[src/rtl/gfra_pkg.sv]
// Constants and types for the GB2312 font ROM address decoder.
`default_nettype none

package gfra_pkg;

   localparam int unsigned TextWidth    = 8;
   localparam int unsigned CoordWidth   = 16;
   localparam int unsigned AddrWidth    = 18;
   localparam int unsigned GlyphIdWidth = 13;

   localparam int unsigned ReqDataWidth = 40;
   localparam int unsigned RspDataWidth = 56;

   localparam logic [TextWidth-1:0] HanziLo  = 8'hB0;
   localparam logic [TextWidth-1:0] HanziHi  = 8'hF7;
   localparam logic [TextWidth-1:0] SymLo    = 8'hA1;
   localparam logic [TextWidth-1:0] SymHi    = 8'hA3;
   localparam logic [TextWidth-1:0] TrailMin = 8'hA1;
   localparam logic [TextWidth-1:0] AsciiLo  = 8'h20;
   localparam logic [TextWidth-1:0] AsciiHi  = 8'h7E;

   localparam logic [GlyphIdWidth-1:0] RowLen      = 13'd94;
   localparam logic [GlyphIdWidth-1:0] HanziOffset = 13'd846;
   localparam logic [AddrWidth-1:0]    AsciiBase   = 18'h3B7C0;

   localparam logic [CoordWidth-1:0] WideAdvance   = 16'd16;
   localparam logic [CoordWidth-1:0] NarrowAdvance = 16'd8;

   // 16x16 glyph is 32 bytes, 8x16 glyph is 16 bytes
   localparam int unsigned WideShift   = 5;
   localparam int unsigned NarrowShift = 4;

   typedef struct packed {
      logic [CoordWidth-1:0] start_y;
      logic [CoordWidth-1:0] start_x;
      logic [TextWidth-1:0]  text_byte;
   } req_data_type;

   typedef struct packed {
      logic [RspDataWidth-AddrWidth-2*CoordWidth-1:0] pad;
      logic [CoordWidth-1:0]                          row;
      logic [CoordWidth-1:0]                          column;
      logic [AddrWidth-1:0]                           rom_address;
   } rsp_data_type;

endpackage

`default_nettype wire

[src/rtl/gb2312_font_rom_addresser_unit.sv]
// Top level: GB2312 / ASCII byte stream to font ROM glyph fetch requests.
`default_nettype none

// Channel  Dir  Ports                     Item
// req      in   req_tvalid/tready/tdata   one text byte with start flag and origin
// rsp      out  rsp_tvalid/tready/tdata   one glyph fetch: address, column, row
//
// One item is accepted per cycle while req_tready is high; a byte passes the input register and then the
// result register, and any result it yields is offered from the result register.
// Decode and cursor update sit in the single logic level between the two registers.
// A stalled result holds the result register, and the input register then holds its
// byte too, whether or not that byte yields a result; req_tready stays high while the
// input register is empty or hands its byte on in that cycle.
// Reset (synchronous) clears both valid flags, the pending lead and the cursor.

module gb2312_font_rom_addresser_unit (
   input  wire                          clock,
   input  wire                          reset,
   input  wire                          req_tvalid,
   output logic                         req_tready,
   // text_byte[7:0], start_x[23:8], start_y[39:24]
   input  wire  [gfra_pkg::ReqDataWidth-1:0] req_tdata,
   // string_start
   input  wire                          req_tuser,
   output logic                         rsp_tvalid,
   input  wire                          rsp_tready,
   // rom_address[17:0], column[33:18], row[49:34], zeros above
   output logic [gfra_pkg::RspDataWidth-1:0] rsp_tdata,
   // glyph_wide
   output logic                         rsp_tuser
);

   import gfra_pkg::*;

   // input register
   logic         in_valid_ff, in_valid_in;
   req_data_type in_data_ff;
   logic         in_start_ff;

   // decode state
   logic                  lead_pending_ff, lead_pending_in;
   logic [TextWidth-1:0]  lead_byte_ff, lead_byte_in;
   logic [CoordWidth-1:0] cursor_column_ff, cursor_column_in;
   logic [CoordWidth-1:0] cursor_row_ff, cursor_row_in;

   // result register
   logic                  out_valid_ff, out_valid_in;
   logic [AddrWidth-1:0]  out_address_ff, out_address_in;
   logic                  out_wide_ff, out_wide_in;
   logic [CoordWidth-1:0] out_column_ff, out_column_in;
   logic [CoordWidth-1:0] out_row_ff;

   logic                    advance;
   logic                    take_req;
   logic                    pend;
   logic [CoordWidth-1:0]   col_now;
   logic [TextWidth-1:0]    cur_byte;
   logic                    byte_is_lead;
   logic                    byte_is_ascii;
   logic                    make_pair;
   logic [TextWidth-1:0]    lead_base;
   logic [GlyphIdWidth-1:0] lead_index;
   logic [GlyphIdWidth-1:0] glyph_id;
   logic [AddrWidth-1:0]    wide_address;
   logic [AddrWidth-1:0]    narrow_address;
   rsp_data_type            rsp_pack;

   assign advance    = in_valid_ff && (!out_valid_ff || rsp_tready);
   assign req_tready = !in_valid_ff || advance;
   assign take_req   = req_tvalid && req_tready;

   // start of a string overrides the pending lead and the cursor
   assign cur_byte = in_data_ff.text_byte;
   assign pend     = in_start_ff ? 1'b0 : lead_pending_ff;
   assign col_now  = in_start_ff ? in_data_ff.start_x : cursor_column_ff;

   assign byte_is_lead  = ((cur_byte >= HanziLo) && (cur_byte <= HanziHi))
                       || ((cur_byte >= SymLo) && (cur_byte <= SymHi));
   assign byte_is_ascii = (cur_byte >= AsciiLo) && (cur_byte <= AsciiHi);
   assign make_pair     = pend && (cur_byte >= TrailMin);

   // glyph index from lead row and trail cell; hanzi rows follow the symbol block
   assign lead_base  = (lead_byte_ff >= HanziLo) ? HanziLo : SymLo;
   assign lead_index = GlyphIdWidth'(lead_byte_ff - lead_base) * RowLen;
   assign glyph_id   = lead_index + GlyphIdWidth'(cur_byte - TrailMin)
                     + ((lead_byte_ff >= HanziLo) ? HanziOffset : '0);

   assign wide_address   = AddrWidth'(glyph_id) << WideShift;
   assign narrow_address = (AddrWidth'(cur_byte - AsciiLo) << NarrowShift) + AsciiBase;

   always_comb begin
      lead_pending_in  = lead_pending_ff;
      lead_byte_in     = lead_byte_ff;
      cursor_column_in = cursor_column_ff;
      cursor_row_in    = cursor_row_ff;
      out_address_in   = out_address_ff;
      out_wide_in      = out_wide_ff;
      out_column_in    = out_column_ff;
      out_valid_in     = out_valid_ff && !rsp_tready;
      if (advance) begin
         cursor_row_in    = in_start_ff ? in_data_ff.start_y : cursor_row_ff;
         cursor_column_in = col_now;
         lead_pending_in  = 1'b0;
         out_column_in    = col_now;
         priority if (make_pair) begin
            out_valid_in     = 1'b1;
            out_address_in   = wide_address;
            out_wide_in      = 1'b1;
            cursor_column_in = col_now + WideAdvance;
         end else if (byte_is_lead) begin
            lead_pending_in = 1'b1;
            lead_byte_in    = cur_byte;
         end else if (byte_is_ascii) begin
            out_valid_in     = 1'b1;
            out_address_in   = narrow_address;
            out_wide_in      = 1'b0;
            cursor_column_in = col_now + NarrowAdvance;
         end else begin
            // drop: terminator, stray byte or a lead with no valid trail
            lead_pending_in = 1'b0;
         end
      end
   end

   assign in_valid_in = take_req ? 1'b1 : (in_valid_ff && !advance);

   always_ff @(posedge clock) begin
      if (reset) begin
         in_valid_ff      <= 1'b0;
         out_valid_ff     <= 1'b0;
         lead_pending_ff  <= 1'b0;
         lead_byte_ff     <= '0;
         cursor_column_ff <= '0;
         cursor_row_ff    <= '0;
      end else begin
         in_valid_ff      <= in_valid_in;
         out_valid_ff     <= out_valid_in;
         lead_pending_ff  <= lead_pending_in;
         lead_byte_ff     <= lead_byte_in;
         cursor_column_ff <= cursor_column_in;
         cursor_row_ff    <= cursor_row_in;
      end
   end

   always_ff @(posedge clock) begin
      if (take_req) begin
         in_data_ff  <= req_data_type'(req_tdata);
         in_start_ff <= req_tuser;
      end
      if (advance) begin
         out_row_ff <= in_start_ff ? in_data_ff.start_y : cursor_row_ff;
      end
      out_address_ff <= out_address_in;
      out_wide_ff    <= out_wide_in;
      out_column_ff  <= out_column_in;
   end

   always_comb begin
      rsp_pack             = '0;
      rsp_pack.rom_address = out_address_ff;
      rsp_pack.column      = out_column_ff;
      rsp_pack.row         = out_row_ff;
   end

   assign rsp_tvalid = out_valid_ff;
   assign rsp_tdata  = rsp_pack;
   assign rsp_tuser  = out_wide_ff;

endmodule

`default_nettype wire
[config.mk]
export PLATFORM = sky130hd
export DESIGN_NAME = gb2312_font_rom_addresser_unit
export DESIGN_NICKNAME = d
export VERILOG_FILES = /design/src/rtl/gfra_pkg.sv /design/src/rtl/gb2312_font_rom_addresser_unit.sv
export SDC_FILE = /design/constraint.sdc
export NUM_CORES = 1
export LEC_CHECK = 0
export ABC_CLOCK_PERIOD_IN_PS = 8800
export BUFFER_PORTS_ARGS = -buffer_cell sky130_fd_sc_hd__buf_2
export CELL_PAD_IN_SITES_DETAIL_PLACEMENT = 2
export CELL_PAD_IN_SITES_GLOBAL_PLACEMENT = 2
export CORE_ASPECT_RATIO = 0.7
export CORE_MARGIN = 1.5
export CORE_UTILIZATION = 38
export CTS_CLUSTER_DIAMETER = 40
export DETAILED_ROUTE_END_ITERATION = 12
export PLACE_DENSITY_LB_ADDON = 0.25
export SYNTH_ARGS = -nofsm -noshare
export SYNTH_HDL_FRONTEND = slang
export SYNTH_SLANG_ARGS = --single-unit
[constraint.sdc]
create_clock -name clock -period 8.8 [get_ports clock]
set_input_delay 0.44 -clock clock [delete_from_list [all_inputs] [get_ports clock]]
set_output_delay 0.44 -clock clock [all_outputs]
set_load 0.01 [all_outputs]
==> results of run 1 <==
-- final cells by class --
cell class              instances  share of cell area
diodes                          1            0.000286
clock buffers                  22              0.0519
clock inverters                10              0.0154
inverters                      71              0.0305
multi-input cells             446               0.407
flip-flops and latches        131               0.400
well taps                     264              0.0378
repair buffers                 97              0.0566
-- sequential cells by signal (all words and copies together), names as in the netlist --
name / cells
rsp_tvalid: 1
lead_byte_ff: 8
cursor_row_ff: 16
rsp_tuser: 1
cur_byte: 8
in_data_ff: 32
lead_pending_ff: 1
out_address_ff: 14
out_row_ff: 16
cursor_column_ff: 16
in_start_ff: 1
in_valid_ff: 1
out_column_ff: 16
-- how the worst max path moves through the flow --
stage / end / slack, ns / depth (start not counted)
CTS: out_address_ff[17] / 1.33 / 26
floorplan: out_address_ff[17] / 2.17 / 28
global route: out_address_ff[17] / 0.87 / 26
global placement: out_address_ff[17] / 1.74 / 27
finish: out_address_ff[17] / 1.44 / 27
detailed placement: out_address_ff[17] / 1.33 / 26
-- worst max-delay path: cells and delay by family, from the launching register on --
family / cells / cell delay (ns)
AOI/OAI and AO/OA: 4 / 0.70
xor gates and xnor gates: 4 / 0.88
adders and majority gates: 7 / 2.93
buffers and inverters: 5 / 0.59
DFF: 1 / 0.47
and+or+nand+nor: 7 / 1.54
-- stage by stage --
stage                     worst slack (ns)  cell area [µm²]  total power, W
after detailed placement              1.33             8160         0.00222
after CTS                             1.33             8750         0.00297
after global routing                 0.874             8750         0.00317
final                                 1.44             8750         0.00292
after global placement                1.74             8160         0.00214
after floorplan                       2.17             7540         0.00188
-- power by group --
group	internal, W	total (W)	switching [W]
combinational	0.000672	0.00149	0.000821
sequential	0.000691	0.000709	0.0000181
clock	0.000451	0.000715	0.000264
-- per-layer routing --
layer,share of wire,global-route usage,vias up,routed length [µm]
met5,0,0,-,0
met4,0.012,0.0609,0,248
met3,0.044,0.0530,23,888
met2,0.46,0.328,112,9230
met1,0.48,0.276,2538,9640
li1,-,-,2470,-
-- cells by family after synthesis --
| group | count (synthesis) |
|---|---|
| buffers and inverters | 107 |
| AOI/OAI and AO/OA | 102 |
| and+or+nand+nor | 165 |
| DFF | 131 |
| xor gates and xnor gates | 51 |
| muxes | 40 |
| other | 1 |
| adders and majority gates | 78 |
-- cell usage in the layout (no fill, tap or decap), types with 3 or more instances in the layout --
cell       Yosys  routed
buf_2          3      93
clkbuf_16      0      17
clkinv_2       0       4
xnor2_1       38      38
mux2_2        28      28
clkbuf_1      13       4
xor2_1        13      13
a21oi_1       50      50
inv_1         70      70
nor3_1         9       9
edfxtp_1      88      88
o21ai_0       21      21
fa_1          26      26
dfxtp_1       43      43
nand2b_1       6       6
a21o_1         7       7
nor2b_1        4       4
buf_4         15       4
nand3b_1       3       3
nor2_1        29      29
nand3_1        7       7
ha_1          52      52
and2_1         4       3
conb_1         1      10
mux2i_1       12      12
nand2_1       80      80
bufinv_16      0       3
==> key figures, run 1 <==
Yosys
  • Synth Area in Compound Gates: 0.0865
  • Post-synth top area cell: edfxtp_1
  • Post-synth top area share: 0.352
  • Simple-gate share of the synthesized area: 0.109
  • Yosys warns: 0
  • Syn_area_per_cell: 11.1 µm²
  • Most common library cells after synthesis: edfxtp_1 (88), nand2_1 (80), inv_1 (70)
  • Largest family of logic cells by synthesized area: adder cells
  • Mapped Cells: 675
  • Syn Std Cell Area: 7510 µm²
  • Cell with the most instances after synthesis: edfxtp_1
  • Post-synth top flop: edfxtp_1
  • Number of distinct library cells after synthesis: 64
  • Main area contributors after synthesis: edfxtp_1 (35%), dfxtp_1 (11%), ha_1 (8.7%)
  • Seq/Total Area, Yosys: 0.466
  • Synth Register Bits: 131
  • Post-synth ARST share: 0
  • Multiplexer area fraction after synthesis: 0.0580
  • Post-Synth Adder-Cell Area: 0.156
  • XOR/XNOR Fraction of Synth Area: 0.0595
  • Number of flops mapped to enable cells by yosys: 88

Critical path
  • Worst R2R Path Depth: 27
  • Critical Path RT: 8.96 ns
  • Crit start category: register
  • Crit-path slowest cell: or4b_1
  • Slowest stage delay, CP: 0.55 ns
  • R2r setup slk: 1.44 ns
  • Launch point of the worst reg-to-reg path: lead_byte_ff[6]
  • Critical path class: reg -> reg
  • Crit Reg-Reg Endpoint: out_address_ff[17]
  • Crit. Startpoint: lead_byte_ff[6]
  • Crit-path most repeated cell: inv_1
  • CP max FO: 7
  • CP endpoint kind: register
  • WP data arrival: 7.52 ns

Clock tree
  • Clock net sink count: 131
  • Clock Tree Buf Depth: 2
  • Skew-Pair Late Insertion Delay: 0.42 ns
  • CTS Root Cell: clkbuf_16
  • Clk pin slew, worst setup/hold paths: 0.06 ns
  • H-tree lvl count: 4
  • Postcts setup bufs: 0
  • Num CTS Buffers: 17
  • CTS tree: done
  • Hold_buf cts: 0
  • Post-CTS Resized: 0

Final layout
  • Util after Layout: 0.457
  • Layout cell share with drive strength beyond 1: 0.219
  • Register Area: 3500 µm²
  • Area of the multi-input gates: 3560 µm²
  • # fillers: 2026
  • Fin cells: 1042
  • Syn-to-layout area delta: 16.5%
  • Nets: 887

Detailed routing
  • First DRT Iteration DRCs: 200
  • Total length of routed wires: 20.0 mm
  • Vias/cell: 4.94
  • DR DRC count: 0
  • DR vias: 5143
  • Routed Antenna Nets: 0
  • WL/cell: 19.2 µm
  • 1st-pass router iterations: 4

GRT
  • Initial antenna violation count: 1
  • Global-route usage over all layers: 0.206
  • Vias in the first global route: 5811
  • Largest net degree at the start of global routing: 45
  • First-pass GRT wire length: 31.8 mm
  • Total congestion overflow: 0

STA
  • Setup violations, final: 0
  • Unrepaired setup endpoints after global routing: no
  • Final Max Slew Viols: 0
  • Final Hold Vio Count: 0
  • Post-route setup TNS: 0 ns
  • Final Skew: 0.00666 ns
  • Tcrit/Tclk final: 0.836
  • Slew @ Worst Pin: 1.09 ns
  • Minimum hold slack: 0.185 ns
  • F_max: 0.136 GHz
  • Tmin final: 7.36 ns
  • Max_slew headroom: 0.274

Power and ir drop
  • PD cells: 333 nW/µm²
  • Leak pwr: 3.56 nW
  • Worst vdd ir: 0.000214 V

Hold path
  • Worst min path class: in -> reg
  • Hold_sp: req_tdata[32]
  • Min-Delay Endpoint: in_data_ff[32]
  • Cells on Worst Hold Path: 1

Floorplanning
  • Starting Density: 0.393
  • Die Span X: 171 µm
  • Die area: 20600 µm²
  • I/O pin count: 104
  • Die height: 121 µm
  • Core Box Area: 19100 µm²
  • Row count: 42

Placed design
  • Detailed placement HPWL: 14.7 mm
  • Placed cell count: 1009
  • Placer Congestion: 0.804
  • Buffers added on ports: 93

Run
  • Max-cap violations: 0

Run status
  • Status: finished clean
Power figures use the tool's default switching activity.
==> inputs of run 2 (changes only) <==
ABC_CLOCK_PERIOD_IN_PS = 7030   (was 8800)
clock period = 7.03 ns   (was 8.8 ns; I/O delays follow)
==> run 2 against run 1 <==
Effect of this change:
- via count is 0.86% higher
- highest routed layer unchanged
- sequential power up 25%
- setup slack lost 1.1 ns
- first-iteration DRC count increased by 16%
==> key figures, run 2 (synthesis gave the netlist of run 1 again) <==
Floorplanning
  • Die area: 20600 µm² (unchanged)
  • Die Span X: 171 µm (unchanged)
  • Row count: 42 (unchanged)
  • Die height: 121 µm (unchanged)
  • I/O pin count: 104 (unchanged)
  • Starting Density: 0.393 (unchanged)
  • Core Box Area: 19100 µm² (unchanged)

STA
  • Final Max Slew Viols: 0 (unchanged)
  • Final Hold Vio Count: 0 (unchanged)
  • Tcrit/Tclk final: 0.953 (was 0.836)
  • F_max: 0.149 GHz (was 0.136 GHz)
  • Slew @ Worst Pin: 1.13 ns (was 1.09 ns)
  • Post-route setup TNS: 0 ns (unchanged)
  • Minimum hold slack: 0.0916 ns (was 0.185 ns)
  • Max_slew headroom: 0.248 (was 0.274)
  • Tmin final: 6.70 ns (was 7.36 ns)
  • Setup violations, final: 0 (unchanged)
  • PnR worst setup slack: 0.333 ns (was 1.44 ns)
  • Final Skew: 0.0182 ns (was 0.00666 ns)

Critical path
  • Worst R2R Path Depth: 28 (was 27)
  • CP max FO: 6 (was 7)
  • Crit-path most repeated cell: ha_1 (was inv_1)
  • Crit-path slowest cell: fa_1 (was or4b_1)
  • Crit Reg-Reg Endpoint: out_address_ff[17] (unchanged)
  • R2r setup slk: 0.33 ns (was 1.44 ns)
  • WP data arrival: 6.85 ns (was 7.52 ns)
  • Critical Path RT: 7.18 ns (was 8.96 ns)
  • Launch point of the worst reg-to-reg path: lead_byte_ff[5] (was lead_byte_ff[6])
  • Slowest stage delay, CP: 0.54 ns (was 0.55 ns)
  • Critical path class: reg -> reg (unchanged)
  • Crit start category: register (unchanged)
  • CP endpoint kind: register (unchanged)

Power and ir drop
  • Worst vdd ir: 0.000392 V (was 0.000214 V)
  • Leak pwr: 3.62 nW (was 3.56 nW)
  • PD cells: 440 nW/µm² (was 333 nW/µm²)

GRT
  • Largest net degree at the start of global routing: 60 (was 45)
  • Vias in the first global route: 5866 (was 5811)
  • First-pass GRT wire length: 32.3 mm (was 31.8 mm)
  • Global-route usage over all layers: 0.210 (was 0.206)
  • Initial antenna violation count: 1 (unchanged)
  • Total congestion overflow: 0 (unchanged)

Clock tree
  • Num CTS Buffers: 17 (unchanged)
  • CTS tree: done (unchanged)
  • Clock net sink count: 131 (unchanged)
  • CTS Root Cell: clkbuf_16 (unchanged)
  • H-tree lvl count: 4 (unchanged)
  • Hold_buf cts: 0 (unchanged)
  • Skew-Pair Late Insertion Delay: 0.43 ns (was 0.42 ns)
  • Clock Tree Buf Depth: 2 (unchanged)
  • Clk pin slew, worst setup/hold paths: 0.06 ns (about the same)

Detailed routing
  • DR vias: 5187 (was 5143)
  • Total length of routed wires: 20.5 mm (was 20.0 mm)
  • Routed Antenna Nets: 0 (unchanged)
  • 1st-pass router iterations: 4 (unchanged)
  • First DRT Iteration DRCs: 232 (was 200)
  • Vias/cell: 4.97 (was 4.94)
  • WL/cell: 19.6 µm (was 19.2 µm)
  • DR DRC count: 0 (unchanged)

Hold path
  • Min-Delay Endpoint: in_data_ff[26] (was in_data_ff[32])
  • Hold_sp: req_tdata[26] (was req_tdata[32])
  • Worst min path class: in -> reg (unchanged)
  • Cells on Worst Hold Path: 1 (unchanged)

Placed design
  • Buffers added on ports: 93 (unchanged)
  • Placer Congestion: 0.806 (was 0.804)
  • DP Worst Slack: 0.0557 ns (was 1.33 ns)
  • Detailed placement HPWL: 14.8 mm (was 14.7 mm)
  • Placed cell count: 1011 (was 1009)

Final layout
  • Most common cell after layout, fill and taps aside: buf_2 (unchanged)
  • Fin cells: 1044 (was 1042)
  • Layout cell share with drive strength beyond 1: 0.234 (was 0.219)
  • Nets: 889 (was 887)
  • Max reg flops: 32 (unchanged)
  • Largest register by flop count: in_data_ff (unchanged)
  • # fillers: 2002 (was 2026)
  • Register Area: 3500 µm² (about the same)
  • Syn-to-layout area delta: 18.2% (was 16.5%)
  • Most frequent cells in the layout: buf_2 (93), edfxtp_1 (88), nand2_1 (80) (unchanged)
  • Area of the multi-input gates: 3600 µm² (was 3560 µm²)
  • Util after Layout: 0.464 (was 0.457)

Run status
  • Status: finished clean (unchanged)

Run
  • Max-cap violations: 0 (unchanged)
## run 2: cell types whose count changed in the layout (fill, tap and decap cells not counted), sizes merged
cell	delta
bufinv	+3
buf	+2
clkinv	-2
clkbuf	-1
## run 2: worst max-delay path by stage
stage | to | cells after the start | startpoint
2_1_floorplan | out_address_ff[17] | 28 | lead_byte_ff[6]
6_report | out_address_ff[17] | 28 | lead_byte_ff[5]
3_3_place_gp | out_address_ff[17] | 28 | lead_byte_ff[6]
4_1_cts | out_address_ff[17] | 28 | lead_byte_ff[6]
3_5_place_dp | out_address_ff[17] | 28 | lead_byte_ff[6]
5_1_grt | out_address_ff[17] | 28 | lead_byte_ff[5]
## run 2: cell type report
| cell class | count | area share |
|---|---|---|
| multi-input combinational | 446 | 0.405 |
| timing repair buffer | 99 | 0.0575 |
| tap | 264 | 0.0372 |
| clock inverter | 11 | 0.0233 |
| inverter | 71 | 0.0300 |
| antenna | 1 | 0.000282 |
| sequential | 131 | 0.395 |
| clock buffer | 21 | 0.0519 |
## run 2: metal layers
layer  up-vias  GRT usage  part of all wire
li1       2466          -                 -
met1      2608      0.281              0.48
met2       104      0.342              0.47
met3         9     0.0504             0.039
met4         0     0.0510            0.0071
met5         -          0                 0
## run 2: repair_timing
action,4_1_cts,5_1_grt
endpoints found under the setup margin,0,2
hold endpoints to repair,0,0
resized for setup,0,10
buffers inserted,0,0
## run 2: critical path, delay by kind of cell, from the launching register on
family                     cells  cell delay [ns]
AOI/OAI and AO/OA              4             0.56
xor gates and xnor gates       4             0.76
adders and majority gates      8             2.92
buffers and inverters          5             0.41
DFF                            1             0.38
and+or+nand+nor                7             1.41
## run 2: report_power, final
group	internal [W]	leakage, nW	switching [W]	total (W)
registers	0.000865	1.19	0.0000233	0.000889
clock network	0.000681	0.324	0.000334	0.00101
logic	0.000871	2.11	0.00113	0.00200
## run 2: through the flow
stage	total power, W	cell area, µm²
floorplan	0.00235	7540
finish	0.00391	8880
CTS	0.00391	8840
detailed placement	0.00287	8170
global placement	0.00267	8170
global route	0.00421	8870
